<file path="src/sv/pmr_pkg.sv">
// Shared constants and handshake structs for the ranged minimal-standard generator.
package pmr_pkg;

  localparam int unsigned DATA_W = 32;
  localparam int unsigned NUM_W  = 64;
  localparam int unsigned CNT_W  = 6;

  localparam logic [31:0] SCHRAGE_Q   = 32'd127773;
  localparam logic [14:0] SCHRAGE_A   = 15'd16807;
  localparam logic [11:0] SCHRAGE_R   = 12'd2836;
  localparam logic [30:0] RANDMAX     = 31'h7FFF_FFFF;
  localparam logic [31:0] SEED_RESET  = 32'd1;

  localparam logic [CNT_W-1:0] BITS_STATE = 6'd32;
  localparam logic [CNT_W-1:0] BITS_RAW   = 6'd31;
  localparam logic [CNT_W-1:0] BITS_WIDE  = 6'd63;

  typedef struct packed {
    logic              start;
    logic [NUM_W-1:0]  num;
    logic [31:0]       den;
    logic [CNT_W-1:0]  nbits;
  } div_req_t;

  typedef struct packed {
    logic              done;
    logic [NUM_W-1:0]  quot;
    logic [31:0]       rem;
  } div_rsp_t;

  typedef struct packed {
    logic        start;
    logic [30:0] a;
    logic [31:0] b;
  } mul_req_t;

  typedef struct packed {
    logic        done;
    logic [62:0] prod;
  } mul_rsp_t;

endpackage

</file>
<file path="src/sv/pmr_channels.sv">
// Valid/ready channel interfaces for request, result and seed transactions.
interface pmr_in_if;
  logic        valid;
  logic        ready;
  logic        mode;
  logic [31:0] bound_a;
  logic [31:0] bound_b;

  modport source (output valid, output mode, output bound_a, output bound_b, input ready);
  modport sink   (input valid, input mode, input bound_a, input bound_b, output ready);
endinterface

interface pmr_out_if;
  logic        valid;
  logic        ready;
  logic [31:0] value;

  modport source (output valid, output value, input ready);
  modport sink   (input valid, input value, output ready);
endinterface

interface pmr_cfg_if;
  logic        valid;
  logic        ready;
  logic [31:0] seed;

  modport source (output valid, output seed, input ready);
  modport sink   (input valid, input seed, output ready);
endinterface

</file>
<file path="src/sv/pmr_div.sv">
// Bit-serial restoring divider, one quotient bit per cycle.
module pmr_div (
  input  logic               clk,
  input  logic               rst_n,
  input  pmr_pkg::div_req_t  req,
  output pmr_pkg::div_rsp_t  rsp
);

  logic [pmr_pkg::NUM_W-1:0] num_r;
  logic [31:0]               rem_r;
  logic [31:0]               den_r;
  logic [pmr_pkg::CNT_W-1:0] cnt_r;
  logic                      busy_r;
  logic                      done_r;

  logic [32:0] rem_sh;
  logic [33:0] diff;
  logic        ge;

  assign rem_sh = {rem_r, num_r[pmr_pkg::NUM_W-1]};
  assign diff   = {1'b0, rem_sh} - {2'b00, den_r};
  assign ge     = ~diff[33];

  always_ff @(posedge clk) begin
    if (!rst_n) begin
      busy_r <= 1'b0;
      done_r <= 1'b0;
      cnt_r  <= '0;
    end else begin
      done_r <= 1'b0;
      if (req.start) begin
        busy_r <= 1'b1;
        cnt_r  <= req.nbits;
      end else if (busy_r) begin
        cnt_r <= cnt_r - 1'b1;
        if (cnt_r == 6'd1) begin
          busy_r <= 1'b0;
          done_r <= 1'b1;
        end
      end
    end
  end

  always_ff @(posedge clk) begin
    if (req.start) begin
      num_r <= req.num;
      den_r <= req.den;
      rem_r <= '0;
    end else if (busy_r) begin
      num_r <= {num_r[pmr_pkg::NUM_W-2:0], ge};
      rem_r <= ge ? diff[31:0] : rem_sh[31:0];
    end
  end

  assign rsp.done = done_r;
  assign rsp.quot = num_r;
  assign rsp.rem  = rem_r;

endmodule

</file>
<file path="src/sv/pmr_mul.sv">
// Bit-serial shift-add multiplier, one multiplier bit per cycle.
module pmr_mul (
  input  logic               clk,
  input  logic               rst_n,
  input  pmr_pkg::mul_req_t  req,
  output pmr_pkg::mul_rsp_t  rsp
);

  logic [62:0] acc_r;
  logic [62:0] mcand_r;
  logic [31:0] mplier_r;
  logic [4:0]  cnt_r;
  logic        busy_r;
  logic        done_r;

  always_ff @(posedge clk) begin
    if (!rst_n) begin
      busy_r <= 1'b0;
      done_r <= 1'b0;
      cnt_r  <= '0;
    end else begin
      done_r <= 1'b0;
      if (req.start) begin
        busy_r <= 1'b1;
        cnt_r  <= 5'd31;
      end else if (busy_r) begin
        cnt_r <= cnt_r - 1'b1;
        if (cnt_r == 5'd0) begin
          busy_r <= 1'b0;
          done_r <= 1'b1;
        end
      end
    end
  end

  always_ff @(posedge clk) begin
    if (req.start) begin
      acc_r    <= '0;
      mcand_r  <= {32'b0, req.a};
      mplier_r <= req.b;
    end else if (busy_r) begin
      if (mplier_r[0]) begin
        acc_r <= acc_r + mcand_r;
      end
      mcand_r  <= {mcand_r[61:0], 1'b0};
      mplier_r <= {1'b0, mplier_r[31:1]};
    end
  end

  assign rsp.done = done_r;
  assign rsp.prod = acc_r;

endmodule

</file>
<file path="src/sv/park_miller_ranged_random_core.sv">
// Ranged minimal-standard generator core: sequencer around a serial divider and multiplier.
// Raw mode runs a 32-bit Schrage divide by 127773, then the state step.
// Ranged mode with a span below 2^31 adds two 31-bit divides.
// Ranged mode with a wider span adds a 32-bit multiply and a 63-bit divide.
// One request at a time: a new one is taken only in idle; results wait in the output register.
// Synchronous active-low reset loads generator state 1 and empties the output register.
module park_miller_ranged_random_core (
  input  logic      clk,
  input  logic      rst_n,
  pmr_in_if.sink    in_chan,
  pmr_out_if.source out_chan,
  pmr_cfg_if.sink   cfg_chan
);

  typedef enum logic [9:0] {
    S_IDLE = 10'b00_0000_0001,
    S_DIVS = 10'b00_0000_0010,
    S_STEP = 10'b00_0000_0100,
    S_MAP  = 10'b00_0000_1000,
    S_SEL  = 10'b00_0001_0000,
    S_DIVR = 10'b00_0010_0000,
    S_DIVV = 10'b00_0100_0000,
    S_MULW = 10'b00_1000_0000,
    S_DIVW = 10'b01_0000_0000,
    S_OUT  = 10'b10_0000_0000
  } state_t;

  state_t      state_r, state_nxt;
  logic [31:0] gen_r;
  logic        mode_r;
  logic [31:0] bound_a_r;
  logic [31:0] bound_b_r;
  logic        neg_r;
  logic [30:0] p1_r;
  logic [25:0] p2_r;
  logic [30:0] raw_r;
  logic [31:0] lo_r;
  logic [31:0] span_r;
  logic [31:0] res_r;
  logic [31:0] out_value_r;
  logic        out_valid_r;

  pmr_pkg::div_req_t div_req;
  pmr_pkg::div_rsp_t div_rsp;
  pmr_pkg::mul_req_t mul_req;
  pmr_pkg::mul_rsp_t mul_rsp;

  logic        in_fire;
  logic        cfg_fire;
  logic        out_load;
  logic [31:0] mag;
  logic [33:0] t_pos;
  logic [33:0] t_val;
  logic [33:0] t_add;
  logic [33:0] t_fix;
  logic        b_lt_a;

  assign in_chan.ready  = (state_r == S_IDLE);
  assign cfg_chan.ready = 1'b1;
  assign in_fire        = in_chan.valid & in_chan.ready;
  assign cfg_fire       = cfg_chan.valid & cfg_chan.ready;
  assign out_load       = (state_r == S_OUT) & (~out_valid_r | out_chan.ready);

  assign mag    = gen_r[31] ? (~gen_r + 32'd1) : gen_r;
  assign t_pos  = {3'b000, p1_r} - {8'b0, p2_r};
  assign t_val  = neg_r ? (34'd0 - t_pos) : t_pos;
  assign t_add  = (t_val == 34'd0) ? {3'b000, pmr_pkg::RANDMAX - 31'd1} :
                  t_val[33]        ? {3'b000, pmr_pkg::RANDMAX} : 34'd0;
  assign t_fix  = t_val + t_add;
  assign b_lt_a = $signed(bound_b_r) < $signed(bound_a_r);

  pmr_div u_div (
    .clk   (clk),
    .rst_n (rst_n),
    .req   (div_req),
    .rsp   (div_rsp)
  );

  pmr_mul u_mul (
    .clk   (clk),
    .rst_n (rst_n),
    .req   (mul_req),
    .rsp   (mul_rsp)
  );

  always_comb begin
    state_nxt     = state_r;
    div_req       = '0;
    mul_req       = '0;
    mul_req.a     = raw_r;
    mul_req.b     = span_r;
    unique case (state_r)
      S_IDLE: begin
        if (in_fire) begin
          div_req.start = 1'b1;
          div_req.num   = {mag, 32'b0};
          div_req.den   = pmr_pkg::SCHRAGE_Q;
          div_req.nbits = pmr_pkg::BITS_STATE;
          state_nxt     = S_DIVS;
        end
      end
      S_DIVS: begin
        if (div_rsp.done) begin
          state_nxt = S_STEP;
        end
      end
      S_STEP: begin
        state_nxt = S_MAP;
      end
      S_MAP: begin
        state_nxt = mode_r ? S_SEL : S_OUT;
      end
      S_SEL: begin
        if (span_r[31]) begin
          mul_req.start = 1'b1;
          state_nxt     = S_MULW;
        end else begin
          div_req.start = 1'b1;
          div_req.num   = {pmr_pkg::RANDMAX, 33'b0};
          div_req.den   = span_r + 32'd1;
          div_req.nbits = pmr_pkg::BITS_RAW;
          state_nxt     = S_DIVR;
        end
      end
      S_DIVR: begin
        if (div_rsp.done) begin
          div_req.start = 1'b1;
          div_req.num   = {raw_r, 33'b0};
          div_req.den   = {1'b0, div_rsp.quot[30:0]} + 32'd1;
          div_req.nbits = pmr_pkg::BITS_RAW;
          state_nxt     = S_DIVV;
        end
      end
      S_DIVV: begin
        if (div_rsp.done) begin
          state_nxt = S_OUT;
        end
      end
      S_MULW: begin
        if (mul_rsp.done) begin
          div_req.start = 1'b1;
          div_req.num   = {mul_rsp.prod, 1'b0};
          div_req.den   = {1'b0, pmr_pkg::RANDMAX};
          div_req.nbits = pmr_pkg::BITS_WIDE;
          state_nxt     = S_DIVW;
        end
      end
      S_DIVW: begin
        if (div_rsp.done) begin
          state_nxt = S_OUT;
        end
      end
      S_OUT: begin
        if (out_load) begin
          state_nxt = S_IDLE;
        end
      end
      default: begin
        state_nxt = S_IDLE;
      end
    endcase
  end

  always_ff @(posedge clk) begin
    if (!rst_n) begin
      state_r     <= S_IDLE;
      gen_r       <= pmr_pkg::SEED_RESET;
      out_valid_r <= 1'b0;
    end else begin
      state_r <= state_nxt;
      if (cfg_fire) begin
        gen_r <= cfg_chan.seed;
      end else if (state_r == S_STEP) begin
        gen_r <= t_fix[31:0];
      end
      if (out_load) begin
        out_valid_r <= 1'b1;
      end else if (out_chan.ready) begin
        out_valid_r <= 1'b0;
      end
    end
  end

  always_ff @(posedge clk) begin
    if (in_fire) begin
      mode_r    <= in_chan.mode;
      bound_a_r <= in_chan.bound_a;
      bound_b_r <= in_chan.bound_b;
      neg_r     <= gen_r[31];
    end
    if ((state_r == S_DIVS) && div_rsp.done) begin
      p1_r <= {14'b0, div_rsp.rem[16:0]} * {16'b0, pmr_pkg::SCHRAGE_A};
      p2_r <= {11'b0, div_rsp.quot[14:0]} * {14'b0, pmr_pkg::SCHRAGE_R};
    end
    if (state_r == S_STEP) begin
      raw_r <= t_fix[30:0];
    end
    if (state_r == S_MAP) begin
      lo_r   <= b_lt_a ? bound_b_r : bound_a_r;
      span_r <= b_lt_a ? (bound_a_r - bound_b_r) : (bound_b_r - bound_a_r);
      res_r  <= {1'b0, raw_r};
    end
    if (((state_r == S_DIVV) || (state_r == S_DIVW)) && div_rsp.done) begin
      res_r <= lo_r + div_rsp.quot[31:0];
    end
    if (out_load) begin
      out_value_r <= res_r;
    end
  end

  assign out_chan.valid = out_valid_r;
  assign out_chan.value = out_value_r;

endmodule
</file>
<file path="src/flat_wrapper.sv">
// flat-port wrapper written by rule: the top's interface ports become plain ports
module park_miller_ranged_random_core_flat 
  (clk, rst_n, in_chan_valid, in_chan_mode, in_chan_bound_a, in_chan_bound_b, in_chan_ready, out_chan_valid, out_chan_value, out_chan_ready, cfg_chan_valid, cfg_chan_seed, cfg_chan_ready);
  pmr_in_if in_chan_i ();
  pmr_out_if out_chan_i ();
  pmr_cfg_if cfg_chan_i ();
  input  logic clk;
  input  logic rst_n;
  input wire logic [$bits(in_chan_i.valid)-1:0] in_chan_valid;
  input wire logic [$bits(in_chan_i.mode)-1:0] in_chan_mode;
  input wire logic [$bits(in_chan_i.bound_a)-1:0] in_chan_bound_a;
  input wire logic [$bits(in_chan_i.bound_b)-1:0] in_chan_bound_b;
  output wire logic [$bits(in_chan_i.ready)-1:0] in_chan_ready;
  output wire logic [$bits(out_chan_i.valid)-1:0] out_chan_valid;
  output wire logic [$bits(out_chan_i.value)-1:0] out_chan_value;
  input wire logic [$bits(out_chan_i.ready)-1:0] out_chan_ready;
  input wire logic [$bits(cfg_chan_i.valid)-1:0] cfg_chan_valid;
  input wire logic [$bits(cfg_chan_i.seed)-1:0] cfg_chan_seed;
  output wire logic [$bits(cfg_chan_i.ready)-1:0] cfg_chan_ready;
  assign in_chan_i.valid = in_chan_valid;
  assign in_chan_i.mode = in_chan_mode;
  assign in_chan_i.bound_a = in_chan_bound_a;
  assign in_chan_i.bound_b = in_chan_bound_b;
  assign in_chan_ready = in_chan_i.ready;
  assign out_chan_valid = out_chan_i.valid;
  assign out_chan_value = out_chan_i.value;
  assign out_chan_i.ready = out_chan_ready;
  assign cfg_chan_i.valid = cfg_chan_valid;
  assign cfg_chan_i.seed = cfg_chan_seed;
  assign cfg_chan_ready = cfg_chan_i.ready;
  park_miller_ranged_random_core u_core (.clk(clk), .rst_n(rst_n), .in_chan(in_chan_i), .out_chan(out_chan_i), .cfg_chan(cfg_chan_i));
endmodule
</file>
<file path="config.mk">
export PLATFORM = sky130hd
export DESIGN_NAME = park_miller_ranged_random_core_flat
export DESIGN_NICKNAME = d
export VERILOG_FILES = /design/src/sv/pmr_pkg.sv /design/src/sv/pmr_channels.sv /design/src/sv/pmr_div.sv /design/src/sv/pmr_mul.sv /design/src/sv/park_miller_ranged_random_core.sv /design/src/flat_wrapper.sv
export SDC_FILE = /design/constraint.sdc
export NUM_CORES = 2
export LEC_CHECK = 0
export BUFFER_PORTS_ARGS = -buffer_cell sky130_fd_sc_hd__buf_2
export CORE_MARGIN = 2
export CORE_UTILIZATION = 45
export CTS_BUF_LIST = sky130_fd_sc_hd__clkbuf_8 sky130_fd_sc_hd__clkbuf_16
export DETAILED_ROUTE_END_ITERATION = 6
export PLACE_DENSITY = 0.64
export SLEW_MARGIN = 20
export SYNTH_ARGS = -nofsm -noshare
export SYNTH_HDL_FRONTEND = slang
export SYNTH_SLANG_ARGS = --single-unit
</file>
<file path="constraint.sdc">
create_clock -name clk -period 16.7 [get_ports clk]
set_input_delay 3.34 -clock clk [delete_from_list [all_inputs] [get_ports clk]]
set_output_delay 3.34 -clock clk [all_outputs]
set_load 0.1 [all_outputs]
</file>
==> impl_metrics.sql <==
INSERT INTO impl_metrics (metric_group, metric, value, unit) VALUES
('route', 'via_per_inst', '5.72', ''),
('critical_path', 'worst-endpoint-arrival', '9720', 'ps'),
('critical_path', 'worstRegToRegCells', '30', ''),
('sta', 'setup-violations-final', '0', ''),
('placed_design', 'buffer_ports.inserted', '135', ''),
('synthesis', 'synthesis.instances', '4797', ''),
('finish', 'area_growth', '9.70', '%'),
('sta', 'timing_max_transition_violations_final', '0', ''),
('floorplan', 'row_count', '115', ''),
('synthesis', 'post_synth_edffs', '439', ''),
('synthesis', 'most_frequent_cells_after_synthesis', 'nand2_1 (585), ha_1 (442), edfxtp_1 (439)', ''),
('finish', 'regMostFlops', 'u_core.u_div.num_r', ''),
('grt', 'largest_net_degree_at_the_start_of_global_routing', '80', ''),
('sta', 'report.final.hold_viol_count', '0', ''),
('sta', 'fin_crit_sh', '54.8', '%'),
('floorplan', 'die_width', '319', 'um'),
('worst_hold_path', 'min-delay-path-class', 'reg2reg', ''),
('critical_path', 'crit_start', 'u_core.p2_r[2]', ''),
('grt', 'grt_antenna_before_repair', '4', ''),
('clocking', 'cts_max_path_buffers', '3', ''),
('synthesis', 'synth_most_common_cell', 'nand2_1', ''),
('grt', 'grt_pass1_wl', '192000', 'um'),
('critical_path', 'timing.critical_path.from_type', 'flip-flop', ''),
('route', 'routed_wl', '125000', 'um'),
('synthesis', 'synthDominantAreaCellType', 'edfxtp_1', ''),
('clocking', 'cts-htree-levels', '3', ''),
('route', 'drt_pass1_iterations', '6', ''),
('clocking', 'tritoncts', 'built', ''),
('synthesis', 'post_synthesis_net_count', '5439', ''),
('finish', 'share_of_final_layout_standard_cells_stronger_than_drive_strength_1', '6.91', '%'),
('clocking', 'post_cts_buffers', '0', ''),
('route', 'post-route-drc-count', '0', ''),
('sta', 'slew_headroom', '18.9', '%'),
('critical_path', 'crit_path_max_fo', '33', ''),
('route', 'route.vias.total', '35500', ''),
('floorplan', 'initial_util', '45.4', '%'),
('synthesis', 'ys_dominant_reg_cell', 'edfxtp_1', ''),
('synthesis', 'post_synth_main_area_contributors', 'edfxtp_1 (30%), ha_1 (12%), dfxtp_1 (8.3%)', ''),
('sta', 'worstMarginPinSlew', '1210', 'ps'),
('clocking', 'postCtsHoldBufs', '0', ''),
('clocking', 'worstSkewPairLatency', '650', 'ps'),
('sta', 'fmax', '109', 'MHz'),
('finish', 'postLayoutCellArea', '49000', 'um^2'),
('critical_path', 'r2r-end', 'u_core.gen_r[30]', ''),
('clocking', 'cts.reportedPaths.clkPinSlew', '60', 'ps'),
('synthesis', 'synth_seq_area_share', '37.8', '%'),
('critical_path', 'crit_required', '17260', 'ps'),
('critical_path', 'worstReg2RegStart', 'u_core.p2_r[2]', ''),
('power_and_ir_drop', 'worst_ir_drop_vdd', '326', 'uV'),
('grt', 'grt_pass1_vias', '33100', ''),
('critical_path', 'timing.critical_path.to', 'u_core.gen_r[30]', ''),
('synthesis', 'syn-mean-instance-area', '9.31', 'um^2'),
('sta', 'final.setup.tns', '0', 'ps'),
('sta', 'period_minus_slack', '9160', 'ps'),
('run', 'max-cap-violations', '0', ''),
('critical_path', 'critical-path-max-stage-delay', '710', 'ps'),
('synthesis', 'synthDominantCellAreaShare', '29.5', '%'),
('route', 'drt_iter0_markers', '3176', ''),
('critical_path', 'max_stage_delay_cell_worst_path', 'a2111oi_0', ''),
('sta', 'timing.clock.skew', '41.0', 'ps'),
('finish', 'design.final.nets', '5502', ''),
('power_and_ir_drop', 'post-layout-total-power', '9540', 'uW'),
('placed_design', 'detailed_place.area', '46500', 'um^2'),
('floorplan', 'core_area', '98400', 'um^2'),
('synthesis', 'asyncSetResetFlopFracSynth', '0', '%'),
('placed_design', 'hpwlAfterDp', '95100', 'um'),
('finish', 'reg_top3', 'u_core.u_div.num_r (64), u_core.u_mul.acc_r (63), u_core.u_mul.mcand_r (63)', ''),
('synthesis', 'ys_warn_count', '0', ''),
('sta', 'setup_repair_after_global_routing_missed_its_margin', 'no', ''),
('run_status', 'run_status', 'finished clean', ''),
('sta', 'worst_hold_slack', '421', 'ps');
[logic make-up after synthesis]
logic type               after synthesis  synth area share [%]
multiplexers                          74                  1.68
XOR/XNOR                             333                  6.56
flip-flops                           624                  37.8
other                                  1               0.00840
buffers and inverters                598                  5.10
AND/OR/NAND/NOR                     1409                  14.4
AO/OA/AOI/OAI                       1218                  17.6
adder cells (fa/ha/maj)              540                  16.8
[layout by cell type, fill, tap and decap left out, types with 17 or more instances in the layout]
master,instances
a211oi_1,36
a21o_1,128
a21oi_1,362
a221oi_1,34
a22o_1,21
a311oi_1,24
a31oi_1,35
and2_1,22
and3_1,46
buf_2,135
buf_4,31
clkbuf_16,78
dfxtp_1,183
edfxtp_1,439
fa_1,98
ha_1,442
inv_1,425
mux2i_1,67
nand2_1,582
nand2b_1,45
nand3_1,82
nand4_1,26
nor2_1,330
nor2b_1,42
nor3_1,95
nor4_1,17
o211ai_1,20
o21a_1,48
o21ai_0,264
o21bai_1,33
o221ai_1,28
o22ai_1,17
o31ai_1,34
o41ai_1,20
or3_1,35
xnor2_1,215
xor2_1,117
[per-layer routing]
| metal | track usage (%) | part of all wire (%) | up-vias |
|---|---|---|---|
| met3 | 3.51 | 6.6 | 158 |
| met5 | 0 | 0.010 | - |
| met1 | 34.8 | 47 | 17100 |
| li1 | - | - | 17300 |
| met2 | 37.0 | 44 | 1049 |
| met4 | 7.40 | 2.8 | 2 |
[stage by stage]
stage	instances	util [%]	setup WS [ps]
3_5_place_dp	6071	47.3	7700
6_report	6208	49.8	7540
3_3_place_gp	6070	47.3	7820
5_1_grt	6208	49.8	6940
2_1_floorplan	4797	-	8280
4_1_cts	6208	49.8	7640
[worst min-delay path by stage]
stage,startpoint,to,slack (ps),cells after the start
2_1_floorplan,u_core.res_r[0],u_core.out_chan.value[0],400,0
6_report,u_core.res_r[16],u_core.out_chan.value[16],420,0
5_1_grt,u_core.res_r[9],u_core.out_chan.value[9],430,0
3_3_place_gp,u_core.res_r[11],u_core.out_chan.value[11],400,0
4_1_cts,u_core.res_r[4],u_core.out_chan.value[4],420,0
3_5_place_dp,u_core.res_r[14],u_core.out_chan.value[14],410,0
[final cells by class]
type                            instances  area, um^2
Timing Repair Buffer                  167         928
Multi-Input combinational cell       3575       25500
Inverter                              418        1570
Tap cell                             1287        1610
Clock inverter                         58         472
Sequential cell                       624       16900
Fill cell                            9219       49400
Clock buffer                           79        1970
[worst max-delay path, delay by kind of cell (launching register included)]
family	cells	cell delay [ps]
AOI/OAI and AO/OA	12	3380
DFF	1	370
adders and majority gates	3	1040
and+or+nand+nor	11	3240
buffers and inverters	1	340
xor gates and xnor gates	3	710
[report_power, final]
| part | internal (uW) | total (uW) | switching (uW) |
|---|---|---|---|
| Combinational | 2340 | 5640 | 3300 |
| Sequential | 2080 | 2280 | 201 |
| Clock | 935 | 1620 | 686 |
| Total | 5350 | 9540 | 4190 |
Note: power is estimated with default switching activity, not from simulation.
